File: src/sv/rfsc_pkg.sv
// Shared types and constants of the recency/frequency slot cache.
// No dependencies; imported by every module of the block but rfsc_ram.
package rfsc_pkg;

    localparam int LAYER_W  = 6;
    localparam int EXPERT_W = 8;
    localparam int SLOT_W   = 4;
    localparam int SLOTS    = 16;
    localparam int LAYERS   = 64;
    localparam int TIME_W   = 32;
    localparam int CNT_W    = 32;
    localparam int FRAC     = 24;
    localparam int MAP_AW   = LAYER_W + EXPERT_W;
    localparam int SLOT_AW  = LAYER_W + SLOT_W;
    localparam int MAP_DW   = SLOT_W + 1;
    localparam int DIV_W    = CNT_W + FRAC;
    localparam int DVS_W    = TIME_W + 1;
    localparam int REC_W    = FRAC + 1;
    localparam int SCORE_W  = DIV_W + 1;
    localparam int STEP_W   = 6;
    localparam int CFG_AW   = 3;
    localparam int CFG_DW   = 9;

    typedef enum logic [CFG_AW-1:0] {
        CFG_ENABLE  = 3'd0,
        CFG_LAYERS  = 3'd1,
        CFG_EXPERTS = 3'd2,
        CFG_SLOTS   = 3'd3,
        CFG_PREWARM = 3'd4
    } t_cfg_idx;

    localparam logic [2:0] ST_HIT     = 3'd0;
    localparam logic [2:0] ST_FREE    = 3'd1;
    localparam logic [2:0] ST_EVICT   = 3'd2;
    localparam logic [2:0] ST_PREWARM = 3'd3;
    localparam logic [2:0] ST_IGNORE  = 3'd4;

    localparam logic OP_TOUCH   = 1'b0;
    localparam logic OP_PREWARM = 1'b1;

    typedef struct packed {
        logic                ok;
        logic                op;
        logic [LAYER_W-1:0]  layer;
        logic [EXPERT_W-1:0] expert;
        logic [SLOT_W-1:0]   last;
    } t_cmd;

    typedef struct packed {
        logic [2:0]          status;
        logic                was_loaded;
        logic [SLOT_W-1:0]   slot;
        logic [EXPERT_W-1:0] evicted;
    } t_result;

    typedef struct packed {
        logic [EXPERT_W-1:0] id;
        logic [TIME_W-1:0]   last_t;
        logic [TIME_W-1:0]   load_t;
        logic [CNT_W-1:0]    cnt;
    } t_slot_ent;

    typedef struct packed {
        logic clearing;
    } t_back_stat;

endpackage

File: src/sv/rfsc_front.sv
// Front end: configuration registers, range checks and item classification.
// Depends on rfsc_pkg.
module rfsc_front (
    input  logic                         i_clk,
    input  logic                         i_rst_n,
    input  logic                         i_cfg_valid,
    output logic                         o_cfg_ready,
    input  logic [rfsc_pkg::CFG_AW-1:0]  i_cfg_index,
    input  logic [rfsc_pkg::CFG_DW-1:0]  i_cfg_data,
    input  logic                         i_in_valid,
    input  logic                         i_op,
    input  logic [rfsc_pkg::LAYER_W-1:0] i_layer,
    input  logic [rfsc_pkg::EXPERT_W-1:0] i_expert,
    input  logic                         i_q_full,
    input  rfsc_pkg::t_back_stat         i_back,
    output logic                         o_in_stall,
    output logic                         o_push,
    output rfsc_pkg::t_cmd               o_cmd
);
    import rfsc_pkg::*;

    logic       r_enable;
    logic [6:0] r_layers;
    logic [8:0] r_experts;
    logic [4:0] r_slots;
    logic       r_prewarm;

    assign o_cfg_ready = 1'b1;

    always_ff @(posedge i_clk) begin
        if (!i_rst_n) begin
            r_enable  <= 1'b1;
            r_layers  <= 7'd64;
            r_experts <= 9'd256;
            r_slots   <= 5'd16;
            r_prewarm <= 1'b0;
        end else if (i_cfg_valid) begin
            unique case (t_cfg_idx'(i_cfg_index))
                CFG_ENABLE:  r_enable  <= i_cfg_data[0];
                CFG_LAYERS:  r_layers  <= i_cfg_data[6:0];
                CFG_EXPERTS: r_experts <= i_cfg_data;
                CFG_SLOTS:   r_slots   <= i_cfg_data[4:0];
                CFG_PREWARM: r_prewarm <= i_cfg_data[0];
                default: ;
            endcase
        end
    end

    assign o_in_stall = i_q_full | i_back.clearing;
    assign o_push     = i_in_valid & ~o_in_stall;

    always_comb begin
        o_cmd.ok = r_enable && ({1'b0, i_layer} < r_layers)
                   && ({1'b0, i_expert} < r_experts)
                   && (i_op == OP_TOUCH || r_prewarm);
        o_cmd.op     = i_op;
        o_cmd.layer  = i_layer;
        o_cmd.expert = i_expert;
        // clamp the slot count to 1..SLOTS and keep the last index
        if (r_slots == 5'd0) begin
            o_cmd.last = '0;
        end else if (r_slots > 5'(SLOTS)) begin
            o_cmd.last = SLOT_W'(SLOTS - 1);
        end else begin
            o_cmd.last = SLOT_W'(r_slots - 5'd1);
        end
    end
endmodule

File: config.mk
export PLATFORM = sky130hd
export DESIGN_NAME = rfsc_front
export DESIGN_NICKNAME = d
export VERILOG_FILES = /design/src/sv/rfsc_pkg.sv /design/src/sv/rfsc_front.sv
export SDC_FILE = /design/constraint.sdc
export NUM_CORES = 1
export LEC_CHECK = 0
export BUFFER_PORTS_ARGS = -buffer_cell sky130_fd_sc_hd__buf_2
export CORE_UTILIZATION = 52
export CTS_BUF_LIST = sky130_fd_sc_hd__clkbuf_16
export DETAILED_ROUTE_END_ITERATION = 10
export GPL_TIMING_DRIVEN = 0
export HOLD_SLACK_MARGIN = 0.02
export PLACE_DENSITY = 0.91
export SETUP_SLACK_MARGIN = 0.3
export SYNTH_ARGS = -nofsm -noshare
export SYNTH_HDL_FRONTEND = slang
export SYNTH_SLANG_ARGS = --single-unit
File: constraint.sdc
create_clock -name i_clk -period 3 [get_ports i_clk]
set_clock_uncertainty 0.05 [all_clocks]
set_input_delay 0.45 -clock i_clk [delete_from_list [all_inputs] [get_ports i_clk]]
set_output_delay 0.45 -clock i_clk [all_outputs]
set_load 0.01 [all_outputs]
==> results_tabular.tex <==
\begin{tabular}{lr}
\hline
Metric & Value \\
\hline
\multicolumn{2}{l}{\textbf{Clock network}} \\
\quad Clock input transition at the sequential cells of the worst setup and hold paths & 0.06 ns \\
\quad Clock latency at the later pin of the worst-skew pair & 0.25 ns \\
\quad Root Driver & sky130\_fd\_sc\_hd\_\_clkbuf\_16 \\
\quad Buffers from clock root to sink, at most & 2 \\
\quad CTS tree & yes \\
\quad Number of buffers added for setup after CTS & 0 \\
\quad Clock sink total & 23 \\
\quad Total CTS buffers & 3 \\
\quad Post-cts repair resize count & 0 \\
\quad Max H-tree Level & 1 \\
\quad Hold buffer count at CTS & 0 \\
\multicolumn{2}{l}{\textbf{Job}} \\
\quad Maxcap violations & 0 \\
\multicolumn{2}{l}{\textbf{STA}} \\
\quad Post-Route Hold Slack & 0.376 ns \\
\quad Unrepaired setup endpoints after global routing & no \\
\quad Final worst path period need & 2.34 ns \\
\quad Final clock period utilization by the worst path & 78.1\% \\
\quad Accumulated negative setup slack & 0 ns \\
\quad Highest Clock Rate & 0.427 GHz \\
\quad Count of final max-slew check failures & 0 \\
\quad Final hold violation count & 0 \\
\quad Final setup violation count & 0 \\
\multicolumn{2}{l}{\textbf{Floorplan}} \\
\quad Number of primary I/O pins & 56 \\
\quad Die outline width & 55.2 um \\
\quad Placeable core area & 2570 sq um \\
\quad Initial Utilization & 57.3\% \\
\quad Height of the die & 55.2 um \\
\quad Row Count & 18 \\
\quad Die Outline Area & 3050 sq um \\
\multicolumn{2}{l}{\textbf{Detailed routing}} \\
\quad Number of detailed-routing iterations run before antenna repair & 4 \\
\quad Routed via count divided by cell count & 4.98 \\
\quad Topmost layer with routed signal wires & met4 \\
\quad Total routed wirelength & 3170 um \\
\quad M1 WL & 1400 um \\
\quad Average wire length per cell after detail routing & 12.0 um \\
\quad Remaining design rule violation count & 0 \\
\quad Vias & 1321 \\
\quad Met3 wirelength from detailed routing & 174 um \\
\quad DRT iter0 DRCs & 17 \\
\quad Total length of routed met2 wires & 1530 um \\
\quad Post-route ant nets & 0 \\
\multicolumn{2}{l}{\textbf{Placement}} \\
\quad Final Wtd Congestion & 0.757 \\
\quad Total half-perimeter wirelength after legalization and detailed placement & 2480 um \\
\quad Count of input and output buffers & 54 \\
\multicolumn{2}{l}{\textbf{Worst setup path}} \\
\quad Slowest cell on the critical path & sky130\_fd\_sc\_hd\_\_dfxtp\_1 \\
\quad Buffers and inverters on the worst path & 2 \\
\quad Depth of the critical timing path with buffers and inverters included & 7 \\
\quad Nature of the critical path startpoint & flip-flop \\
\quad Type of element capturing the critical path & output pin \\
\quad R2R depth & 2 \\
\quad Largest driver fanout on the critical path & 2 \\
\quad Crit Path Category & flip-flop to output pin \\
\quad Worst path max stage delay & 0.34 ns \\
\quad Signal arrival time at the worst endpoint & 1.84 ns \\
\quad Required time of the worst setup path & 2.50 ns \\
\quad Cell breakdown of the critical path & inv\_1, ha\_1, a21oi\_1, o32ai\_1, a211o\_1, a311oi\_1, buf\_2 \\
\quad Kind of cell with the highest combined delay on the critical path & compound AO/OA/AOI/OAI gates \\
\multicolumn{2}{l}{\textbf{Run status}} \\
\quad Status & completed \\
\multicolumn{2}{l}{\textbf{Logic synthesis}} \\
\quad Synthesized net count & 223 \\
\quad Sequential area share after synthesis & 31.3\% \\
\quad Number of cells produced by synthesis & 177 \\
\quad Number of flip-flops and latches in the synthesized netlist & 23 \\
\quad Fraction of registers with async set or reset after synthesis & 0\% \\
\quad Synth unique cells & 35 \\
\quad Dominant cells by area after synthesis & sky130\_fd\_sc\_hd\_\_dfxtp\_1, sky130\_fd\_sc\_hd\_\_ha\_1, sky130\_fd\_sc\_hd\_\_buf\_4 \\
\quad Average cell area after synthesis & 8.31 sq um \\
\quad Commonest cells post-synth & sky130\_fd\_sc\_hd\_\_dfxtp\_1, sky130\_fd\_sc\_hd\_\_nand2\_1, sky130\_fd\_sc\_hd\_\_inv\_1 \\
\quad Count of flip-flops with a built-in enable after synthesis & 0 \\
\quad Synth Warn \# & 0 \\
\quad Syn Std Cell Area & 1470 sq um \\
\quad Top flip-flop cell by instance count after synthesis & sky130\_fd\_sc\_hd\_\_dfxtp\_1 \\
\quad Cell type with the largest total area after synthesis & sky130\_fd\_sc\_hd\_\_dfxtp\_1 \\
\quad Fraction of post-synthesis cell area in the top cell type by area & 31.3\% \\
\multicolumn{2}{l}{\textbf{Power and ir drop}} \\
\quad Static Leakage & 0.880 nW \\
\quad Areal power density over the cells & 398 nW/um\^{}2 \\
\quad Maximum vdd drop & 0.364 mV \\
\multicolumn{2}{l}{\textbf{Cells and area}} \\
\quad Number of diodes added for antenna fixing & 0 \\
\quad Layout area overhead & 26.4\% \\
\quad Fin nets & 282 \\
\quad Proportion of layout cells with a drive suffix above 1 & 35.7\% \\
\multicolumn{2}{l}{\textbf{Worst hold path}} \\
\quad Worst hold path depth & 3 \\
\quad Worst min-delay path category & primary input to flip-flop \\
\multicolumn{2}{l}{\textbf{Global route}} \\
\quad First-pass GRT wire length & 4960 um \\
\quad Total congestion overflow & 0 \\
\quad Maximum number of pins on one net before global-route repair & 14 \\
\quad Total global routing track utilization & 23.5\% \\
\quad Via count of the first global-routing pass & 1162 \\
\quad Number of antenna violations at the first check in global routing & 0 \\
\hline
\end{tabular}
## worst min-delay path: cells and delay by family
family	cells	cell delay (ns)
simple gates	2	0.12
buf+inv	1	0.08
## layer usage
layer | vias up | track usage, %
li1 | 689 | -
met1 | 573 | 27.2
met2 | 50 | 43.8
met3 | 9 | 2.73
met4 | 0 | 8.33
met5 | - | 0
## where the power goes
group	total (mW)	switching [mW]	internal, mW
combinational	0.135	0.0634	0.0712
clock	0.288	0.109	0.179
sequential	0.317	0.00474	0.312
## logic make-up (layout without fill, tap and decap cells)
group	after synthesis	count (layout)	synth area share (%)
flops	23	23	31.3
mux	8	8	5.44
other cells	1	1	0.255
buf+inv	40	98	15.1
fa+ha+maj	15	15	12.6
compound gates	31	31	13.9
simple gates	59	59	21.5
## sequential cells by signal (all words and copies together) (netlist names)
register and cells:
r_enable 1, r_experts 9, r_layers 7, r_prewarm 1, r_slots 5
## layout by cell type (no fill, tap or decap)
cell,synthesis,layout
sky130_fd_sc_hd__buf_2,0,54
sky130_fd_sc_hd__nand2_1,23,23
sky130_fd_sc_hd__dfxtp_1,23,23
sky130_fd_sc_hd__inv_1,20,20
sky130_fd_sc_hd__buf_4,17,17
sky130_fd_sc_hd__ha_1,13,13
sky130_fd_sc_hd__nor2b_1,11,11
sky130_fd_sc_hd__a21oi_1,10,10
sky130_fd_sc_hd__nor2_1,10,10
sky130_fd_sc_hd__a21boi_1,8,8
sky130_fd_sc_hd__mux2i_1,8,8
sky130_fd_sc_hd__o21ai_0,4,4
sky130_fd_sc_hd__clkbuf_16,0,3
sky130_fd_sc_hd__maj3_2,2,2
sky130_fd_sc_hd__nand2b_1,2,2
sky130_fd_sc_hd__nor3_1,2,2
sky130_fd_sc_hd__and3b_1,2,2
sky130_fd_sc_hd__clkbuf_1,2,2
sky130_fd_sc_hd__nand3_1,2,2
sky130_fd_sc_hd__or3_4,1,1
sky130_fd_sc_hd__or2_2,1,1
sky130_fd_sc_hd__a21o_1,1,1
sky130_fd_sc_hd__a31oi_1,1,1
sky130_fd_sc_hd__nand4b_1,1,1
sky130_fd_sc_hd__a211oi_1,1,1
sky130_fd_sc_hd__o32ai_1,1,1
sky130_fd_sc_hd__o221ai_1,1,1
sky130_fd_sc_hd__a211o_1,1,1
sky130_fd_sc_hd__a311oi_1,1,1
sky130_fd_sc_hd__o21a_1,1,1
sky130_fd_sc_hd__o22a_2,1,1
sky130_fd_sc_hd__nor2b_4,1,1
sky130_fd_sc_hd__nand3b_1,1,1
sky130_fd_sc_hd__and4bb_4,1,1
sky130_fd_sc_hd__buf_6,1,1
sky130_fd_sc_hd__nand3_2,1,1
sky130_fd_sc_hd__conb_1,1,1
sky130_fd_sc_hd__clkinv_2,0,1
## layout make-up
cell class,count,area [sq um]
Clock buffer,3,75.1
Fill cell,195,708
Multi-Input combinational cell,114,790
Sequential cell,23,460
Tap cell,30,37.5
Clock inverter,1,5.00
Buffer,20,146
Timing Repair Buffer,54,270
Inverter,20,75.1
## path summary, 6_finish.rpt
check                              startpoint            to  slack (ns)
worst max-delay path             r_experts[7]     o_cmd[19]        0.66
worst max register to register       r_enable      r_enable        2.19
worst min register to register   r_experts[6]  r_experts[6]        0.40
worst min-delay path            i_cfg_data[8]  r_experts[8]        0.38
## stage by stage
step / setup WS, ns / util, % / total power, mW / area, sq um / instances
global placement: 0.737 / 69.3 / 0.452 / 1780 / 261
global route: 0.506 / 72.4 / 0.776 / 1860 / 265
finish: 0.656 / 72.4 / 0.740 / 1860 / 265
detailed placement: 0.748 / 69.3 / 0.458 / 1780 / 261
CTS: 0.671 / 72.4 / 0.741 / 1860 / 265
floorplan: 0.936 / - / 0.402 / 1470 / 177
No activity file was read; power rests on OpenSTA's default activity.
