===== config.mk =====
export PLATFORM = sky130hd
export DESIGN_NAME = rfsc_fifo
export DESIGN_NICKNAME = d
export VERILOG_FILES = /design/src/sv/rfsc_pkg.sv /design/src/sv/rfsc_fifo.sv
export SDC_FILE = /design/constraint.sdc
export NUM_CORES = 1
export LEC_CHECK = 0
export BUFFER_PORTS_ARGS = -buffer_cell sky130_fd_sc_hd__buf_4
export CORE_MARGIN = 10
export CORE_UTILIZATION = 46
export CTS_CLUSTER_SIZE = 10
export DETAILED_ROUTE_END_ITERATION = 8
export GPL_ROUTABILITY_DRIVEN = 0
export PLACE_DENSITY = 0.74
export SYNTH_ARGS = -nofsm -noshare
export SYNTH_HDL_FRONTEND = slang
export SYNTH_SLANG_ARGS = --single-unit

===== constraint.sdc =====
create_clock -name i_clk -period 1.75 [get_ports i_clk]
set_input_delay 0.35 -clock i_clk [delete_from_list [all_inputs] [get_ports i_clk]]
set_output_delay 0.35 -clock i_clk [all_outputs]
set_load 0.1 [all_outputs]

===== src/sv/rfsc_pkg.sv =====
// Shared types and constants of the recency/frequency slot cache.
// No dependencies; imported by every module of the block but rfsc_ram.
package rfsc_pkg;

    localparam int LAYER_W  = 6;
    localparam int EXPERT_W = 8;
    localparam int SLOT_W   = 4;
    localparam int SLOTS    = 16;
    localparam int LAYERS   = 64;
    localparam int TIME_W   = 32;
    localparam int CNT_W    = 32;
    localparam int FRAC     = 24;
    localparam int MAP_AW   = LAYER_W + EXPERT_W;
    localparam int SLOT_AW  = LAYER_W + SLOT_W;
    localparam int MAP_DW   = SLOT_W + 1;
    localparam int DIV_W    = CNT_W + FRAC;
    localparam int DVS_W    = TIME_W + 1;
    localparam int REC_W    = FRAC + 1;
    localparam int SCORE_W  = DIV_W + 1;
    localparam int STEP_W   = 6;
    localparam int CFG_AW   = 3;
    localparam int CFG_DW   = 9;

    typedef enum logic [CFG_AW-1:0] {
        CFG_ENABLE  = 3'd0,
        CFG_LAYERS  = 3'd1,
        CFG_EXPERTS = 3'd2,
        CFG_SLOTS   = 3'd3,
        CFG_PREWARM = 3'd4
    } t_cfg_idx;

    localparam logic [2:0] ST_HIT     = 3'd0;
    localparam logic [2:0] ST_FREE    = 3'd1;
    localparam logic [2:0] ST_EVICT   = 3'd2;
    localparam logic [2:0] ST_PREWARM = 3'd3;
    localparam logic [2:0] ST_IGNORE  = 3'd4;

    localparam logic OP_TOUCH   = 1'b0;
    localparam logic OP_PREWARM = 1'b1;

    typedef struct packed {
        logic                ok;
        logic                op;
        logic [LAYER_W-1:0]  layer;
        logic [EXPERT_W-1:0] expert;
        logic [SLOT_W-1:0]   last;
    } t_cmd;

    typedef struct packed {
        logic [2:0]          status;
        logic                was_loaded;
        logic [SLOT_W-1:0]   slot;
        logic [EXPERT_W-1:0] evicted;
    } t_result;

    typedef struct packed {
        logic [EXPERT_W-1:0] id;
        logic [TIME_W-1:0]   last_t;
        logic [TIME_W-1:0]   load_t;
        logic [CNT_W-1:0]    cnt;
    } t_slot_ent;

    typedef struct packed {
        logic clearing;
    } t_back_stat;

endpackage


===== src/sv/rfsc_fifo.sv =====
// Two-entry command queue between front and back.
// Depends on rfsc_pkg.
module rfsc_fifo (
    input  logic           i_clk,
    input  logic           i_rst_n,
    input  logic           i_push,
    input  rfsc_pkg::t_cmd i_cmd,
    input  logic           i_pop,
    output logic           o_full,
    output logic           o_valid,
    output rfsc_pkg::t_cmd o_cmd
);
    import rfsc_pkg::*;

    t_cmd       r_mem [2];
    logic       r_wp;
    logic       r_rp;
    logic [1:0] r_cnt;

    always_ff @(posedge i_clk) begin
        if (!i_rst_n) begin
            r_wp  <= 1'b0;
            r_rp  <= 1'b0;
            r_cnt <= '0;
        end else begin
            if (i_push) begin
                r_wp <= ~r_wp;
            end
            if (i_pop) begin
                r_rp <= ~r_rp;
            end
            r_cnt <= r_cnt + 2'(i_push) - 2'(i_pop);
        end
    end

    always_ff @(posedge i_clk) begin
        if (i_push) begin
            r_mem[r_wp] <= i_cmd;
        end
    end

    assign o_full  = r_cnt == 2'd2;
    assign o_valid = r_cnt != 2'd0;
    assign o_cmd   = r_mem[r_rp];
endmodule


==> impl_metrics.env, run 1 <==
export IMPL_fmax_ghz=0.562
export IMPL_design_area_mm2=0.00253
export IMPL_worst_hold_slack_ns=0.177
export IMPL_num_vias=922
export IMPL_fillers=211
export IMPL_grtUsageTotal=0.0955
export IMPL_crit_chain="clkbuf_16 -> mux2_4 -> buf_12"
export IMPL_synthCells=83
export IMPL_seq_area_frac_synth=0.780
export IMPL_critPathSlowestCell="dfxtp_4"
export IMPL_fin_ws_ns=-0.0284
export IMPL_reg2regPathDepth=6
export IMPL_finalHoldViolCount=0
export IMPL_seq_area_mm2=0.00131
export IMPL_root_buffer="clkbuf_4"
export IMPL_firstDrtPassIters=4
export IMPL_cts_buffers=5
export IMPL_initial_core_util=0.489
export IMPL_critPathKind="reg -> out"
export IMPL_clkLatencyLatePin_ns=0.35
export IMPL_outcome="finished with violations"
export IMPL_critPathTopFamily="flip-flops"
export IMPL_max_slew_margin=0.816
export IMPL_drc=0
export IMPL_coreArea_mm2=0.00342
export IMPL_antenna_found_initial=0
export IMPL_drive_above_1_share=0.579
export IMPL_cp_arrival_ns=1.43
export IMPL_route_antenna_remaining_nets=0
export IMPL_post_drt_wl_per_cell_um=19.6
export IMPL_maxSlewViolCount=0
export IMPL_grt_max_degree=22
export IMPL_n_antenna_cell=0
export IMPL_ios=46
export IMPL_min_delay_worst_endpoint="r_mem[1][0]"
export IMPL_area_delta_synth_final_pct=51.6
export IMPL_grt_pass1_wl_um=4660
export IMPL_finalCriticalPeriod_ns=1.78
export IMPL_powerDensity_mw_per_mm2=1070
export IMPL_dp_hpwl_um=2130
export IMPL_postPlaceCellArea_mm2=0.00209
export IMPL_finalSetupViolCount=17
export IMPL_end_kind="output port"
export IMPL_rsz0062_at_grt="yes"
export IMPL_multiInputGateArea_um2=425
export IMPL_yosys_register_bits=45
export IMPL_clk_path_buf_depth=2
export IMPL_fin_nets=165
export IMPL_required_ns=1.40
export IMPL_hold_depth=1
export IMPL_stdcell_count=186
export IMPL_rrSetupSlack_ns=0.47
export IMPL_synth_nets=109
export IMPL_leakage_nw=1.02
export IMPL_drt_first_iter_violations=54
export IMPL_tightestPinTransition_ns=0.276
export IMPL_avgSynthCellArea_um2=20.1
export IMPL_cp_start_kind="flip-flop"
export IMPL_ctsHoldBuffers=0
export IMPL_ctsHtreeMaxLevel=2
export IMPL_ir_worst_vdd_uv=666
export IMPL_ys_types=12
export IMPL_overflow=0
export IMPL_min_period_over_period=1.02
export IMPL_synth_warnings=0
export IMPL_placed_cells=175
export IMPL_violations="negative setup slack"
export IMPL_cts_tree="yes"
export IMPL_finClkSkew_ns=0.0106
export IMPL_path_max_fanout=5
export IMPL_worstReg2RegEnd="r_cnt[1]"
export IMPL_clock_sinks=45
export IMPL_path_clk_slew_ns=0.12
export IMPL_viasPerCell=4.96
export IMPL_holdCritPathClass="in -> reg"
export IMPL_wirelength_um=3650
export IMPL_synth_area_mm2=0.00167
export IMPL_grt_pass1_vias=984
export IMPL_cap_viol_max_count=0
export IMPL_die_x_um=80.2
export IMPL_rows=21
export IMPL_io_buffers=45
export IMPL_die_y_um=80.2
export IMPL_rr_startpoint="r_cnt[0]"
export IMPL_hp_start="i_cmd[0]"
export IMPL_crit_buf_inv=2
export IMPL_max_stage_delay_ns=0.43
export IMPL_dieArea_mm2=0.00644
export IMPL_cts_setup_buffers=0
[sequential cells by signal, summed over array words and instances, names as in the netlist, named ones only]
signal and flops:
r_cnt 2, r_mem 40, r_rp 1, r_wp 1
[worst reg2reg max path, stage by stage, from the launching register on]
cell     delay, ns
dfxtp_1       0.38
inv_1         0.06
ha_1          0.27
inv_1         0.06
ha_1          0.14
xnor3_1       0.21
nor2b_1       0.11
[timing repair]
item,in CTS,in global routing
gates cloned,0,3
resized for setup,21,81
endpoints found under the setup margin,20,20
[synth_stat cells (all sizes together)]
cell	count	area, um^2
or2	1	6.26
xnor3	1	22.5
mux2	20	225
dfxtp	5	100
inv	2	7.51
edfxtp	40	1200
xor2	1	8.76
o21a	1	7.51
buf	2	15.0
ha	2	25.0
and2	4	25.0
nor2b	4	25.0
[where the power goes]
| group | internal (mW) | switching [mW] |
|---|---|---|
| Clock | 0.153 | 0.299 |
| Sequential | 1.24 | 0.0324 |
| Combinational | 0.382 | 0.602 |
| Total | 1.77 | 0.933 |
[logic make-up after synthesis]
group | count (synthesis) | synth area share
adders and majority gates | 2 | 0.0150
DFF | 45 | 0.780
AOI/OAI and AO/OA | 1 | 0.00450
and+or+nand+nor | 9 | 0.0337
muxes | 20 | 0.135
buffers and inverters | 4 | 0.0135
xor gates and xnor gates | 2 | 0.0187
[final cells by class]
cell class | count | area share
Sequential cell | 45 | 0.516
Multi-Input combinational cell | 34 | 0.168
Timing Repair Buffer | 51 | 0.270
Clock buffer | 6 | 0.0163
Clock inverter | 2 | 0.00395
Inverter | 2 | 0.00297
Tap cell | 46 | 0.0227
[worst max-delay path by stage]
stage | start | to | slack, ns | cells past startpoint
6_report | flip-flop | o_cmd[0] | -0.03 | 3
5_1_grt | flip-flop | o_cmd[19] | -0.08 | 3
4_1_cts | flip-flop | o_cmd[11] | -0.05 | 3
3_5_place_dp | flip-flop | o_cmd[11] | 0.29 | 3
3_3_place_gp | flip-flop | o_cmd[11] | 0.30 | 3
2_1_floorplan | i_push | r_mem[0][0] | 0.03 | 1
[per-layer routing]
metal / up-vias / GRT usage / share of wire
met5: - / 0 / 0
met4: 0 / 0.0387 / 0.019
met3: 8 / 0.0445 / 0.042
met2: 26 / 0.170 / 0.56
met1: 459 / 0.0930 / 0.37
li1: 429 / - / -
[per-stage QoR]
step / util / TNS, ns / worst slack (ns) / power, mW
floorplan: - / 0 / 0.0337 / 1.86
global placement: 0.612 / 0 / 0.301 / 2.03
detailed placement: 0.612 / 0 / 0.286 / 2.05
CTS: 0.649 / -0.691 / -0.0505 / 2.53
global route: 0.741 / -1.46 / -0.0849 / 2.81
finish: 0.741 / -0.324 / -0.0284 / 2.71
[cells in the final DEF, fill, tap and decap left out, drive strengths merged, types with 2 or more instances in the layout]
master  instances
buf            49
edfxtp         40
mux2           20
clkbuf          8
dfxtp           5
and2            4
nor2b           4
inv             2
ha              2
clkinv          2
(Power assumes the default switching activity.)
==> inputs of run 2 (changes only) <==
--- a/config.mk
+++ b/config.mk
@@ -6,12 +6,14 @@
 export NUM_CORES = 1
 export LEC_CHECK = 0
 export BUFFER_PORTS_ARGS = -buffer_cell sky130_fd_sc_hd__buf_4
+export CELL_PAD_IN_SITES_DETAIL_PLACEMENT = 0
+export CELL_PAD_IN_SITES_GLOBAL_PLACEMENT = 1
 export CORE_MARGIN = 10
-export CORE_UTILIZATION = 46
+export CORE_UTILIZATION = 38
 export CTS_CLUSTER_SIZE = 10
 export DETAILED_ROUTE_END_ITERATION = 8
 export GPL_ROUTABILITY_DRIVEN = 0
-export PLACE_DENSITY = 0.74
+export PLACE_DENSITY = 0.75
 export SYNTH_ARGS = -nofsm -noshare
 export SYNTH_HDL_FRONTEND = slang
 export SYNTH_SLANG_ARGS = --single-unit
==> impl_metrics.env, run 2 (synthesized netlist as in run 1, its figures left out) <==
export IMPL_io_buffers=45
export IMPL_end_kind="output port"
export IMPL_fin_util=0.542
export IMPL_overflow=0
export IMPL_path_max_fanout=5
export IMPL_rsz0062_at_grt="yes"
export IMPL_dp_hpwl_um=2300
export IMPL_area_delta_synth_final_pct=39.4
export IMPL_globalRouteMet1Util=0.0811
export IMPL_layout_common_cells="40 x edfxtp_1, 30 x buf_4, 18 x buf_6, 17 x mux2_1, 5 x clkbuf_8"
export IMPL_clkLatencyLatePin_ns=0.30
export IMPL_die_y_um=86.3
export IMPL_firstDrtPassIters=2
export IMPL_largestRegisters="r_mem: 40 flops, r_cnt: 2 flops"
export IMPL_final_common_cell="edfxtp_1"
export IMPL_die_x_um=86.3
export IMPL_root_buffer="clkbuf_8"
export IMPL_place_ws_ns=0.293
export IMPL_critPathKind="reg -> out"
export IMPL_powerDensity_mw_per_mm2=1220
export IMPL_placed_cells=184
export IMPL_viasPerCell=4.60
export IMPL_leakage_nw=0.905
export IMPL_use_met3=0.0375
export IMPL_postPlaceCellArea_mm2=0.00211
export IMPL_cp_arrival_ns=1.36
export IMPL_regMostFlops="r_mem"
export IMPL_finClkSkew_ns=0.0108
export IMPL_cts_setup_buffers=0
export IMPL_path_clk_slew_ns=0.09
export IMPL_stdcell_count=193
export IMPL_dieArea_mm2=0.00744
export IMPL_pwr_share_clk=0.268
export IMPL_drc=0
export IMPL_drt_first_iter_violations=48
export IMPL_sequentialPowerShare=0.445
export IMPL_fmax_ghz=0.584
export IMPL_grtUsageTotal=0.0817
export IMPL_ir_worst_vdd_uv=719
export IMPL_p_sw_frac=0.327
export IMPL_fin_ws_ns=0.0364
export IMPL_clock_sinks=45
export IMPL_n_antenna_cell=0
export IMPL_cap_viol_max_count=0
export IMPL_design_area_mm2=0.00233
export IMPL_finalHoldViolCount=0
export IMPL_grt_use_met2=0.137
export IMPL_grt_busiest_layer="met2"
export IMPL_wirelength_um=3170
export IMPL_ios=46
export IMPL_largest_reg_flops=40
export IMPL_ctsHoldBuffers=0
export IMPL_cts_buffers=5
export IMPL_grt_pass1_wl_um=4610
export IMPL_max_slew_margin=0.814
export IMPL_antenna_found_initial=0
export IMPL_num_vias=888
export IMPL_finalSetupViolCount=0
export IMPL_fin_nets=166
export IMPL_outcome="finished clean"
export IMPL_grt_pass1_vias=957
export IMPL_drive_above_1_share=0.461
export IMPL_cp_start_kind="flip-flop"
export IMPL_route_antenna_remaining_nets=0
export IMPL_tightestPinTransition_ns=0.281
export IMPL_cts_tree="yes"
export IMPL_min_period_over_period=0.979
export IMPL_maxSlewViolCount=0
export IMPL_worst_hold_slack_ns=0.231
export IMPL_ctsHtreeMaxLevel=2
export IMPL_required_ns=1.40
export IMPL_holdCritPathClass="in -> reg"
export IMPL_rows=24
export IMPL_initial_core_util=0.389
export IMPL_post_drt_wl_per_cell_um=16.4
export IMPL_clk_path_buf_depth=2
export IMPL_p_sw_uw=929
export IMPL_power_internal_mw=1.91
export IMPL_pwr_share_comb=0.287
export IMPL_grt_max_degree=15
export IMPL_coreArea_mm2=0.00429
export IMPL_finalCriticalPeriod_ns=1.71
[run 2: cell types whose count changed in the layout (fill, tap and decap cells not counted), moves of 4 or more]
cell and delta:
buf_12 -21, buf_6 +17, buf_8 +4, clkbuf_4 -5
clkbuf_8 +5, mux2_1 +17, mux2_4 -20
[run 2: power by group through the flow]
stage	sequential [mW]	clock [mW]	combinational (mW)
2_1_floorplan	1.28	0	0.587
3_3_place_gp	1.28	0	0.755
3_5_place_dp	1.28	0	0.764
4_1_cts	1.26	0.778	0.795
5_1_grt	1.27	0.816	0.848
6_report	1.26	0.761	0.815
[run 2: critical path, stage by stage, from the launching register on]
cell and delay [ns]:
dfxtp_4 0.37, buf_4 0.15, mux2_1 0.35, buf_6 0.19
[run 2: worst paths after layout]
kind	start	end	slack [ns]	depth (start not counted)
worst min-delay path	i_cmd[0]	r_mem[0][0]	0.23	1
worst min register to register	r_rp	flip-flop	0.57	2
worst max-delay path	flip-flop	o_cmd[10]	0.04	3
worst max register to register	r_cnt[0]	r_cnt[1]	0.50	6
[run 2: through the flow]
| stage | total power, mW | setup TNS [ns] |
|---|---|---|
| after floorplan | 1.86 | 0 |
| after global placement | 2.04 | 0 |
| after detailed placement | 2.05 | 0 |
| after CTS | 2.83 | -0.00235 |
| after global routing | 2.93 | -0.00980 |
| final | 2.84 | 0 |
[run 2: layer usage]
| layer | wire, um | up-vias |
|---|---|---|
| met1 | 1140 | 437 |
| met4 | 71 | 0 |
| li1 | - | 424 |
| met5 | 0 | - |
| met3 | 197 | 5 |
| met2 | 1750 | 22 |
[run 2: final cells by class]
class | instances | area (um^2)
Fill cell | 365 | 1970
Sequential cell | 45 | 1310
Timing Repair Buffer | 52 | 488
Multi-Input combinational cell | 34 | 350
Clock buffer | 6 | 72.6
Tap cell | 52 | 65.1
Clock inverter | 2 | 38.8
Inverter | 2 | 7.51
[run 2: timing repair]
item	CTS	global route
pin swaps	0	0
gates cloned	0	1
resized for setup	15	18
endpoints found under the setup margin	15	20
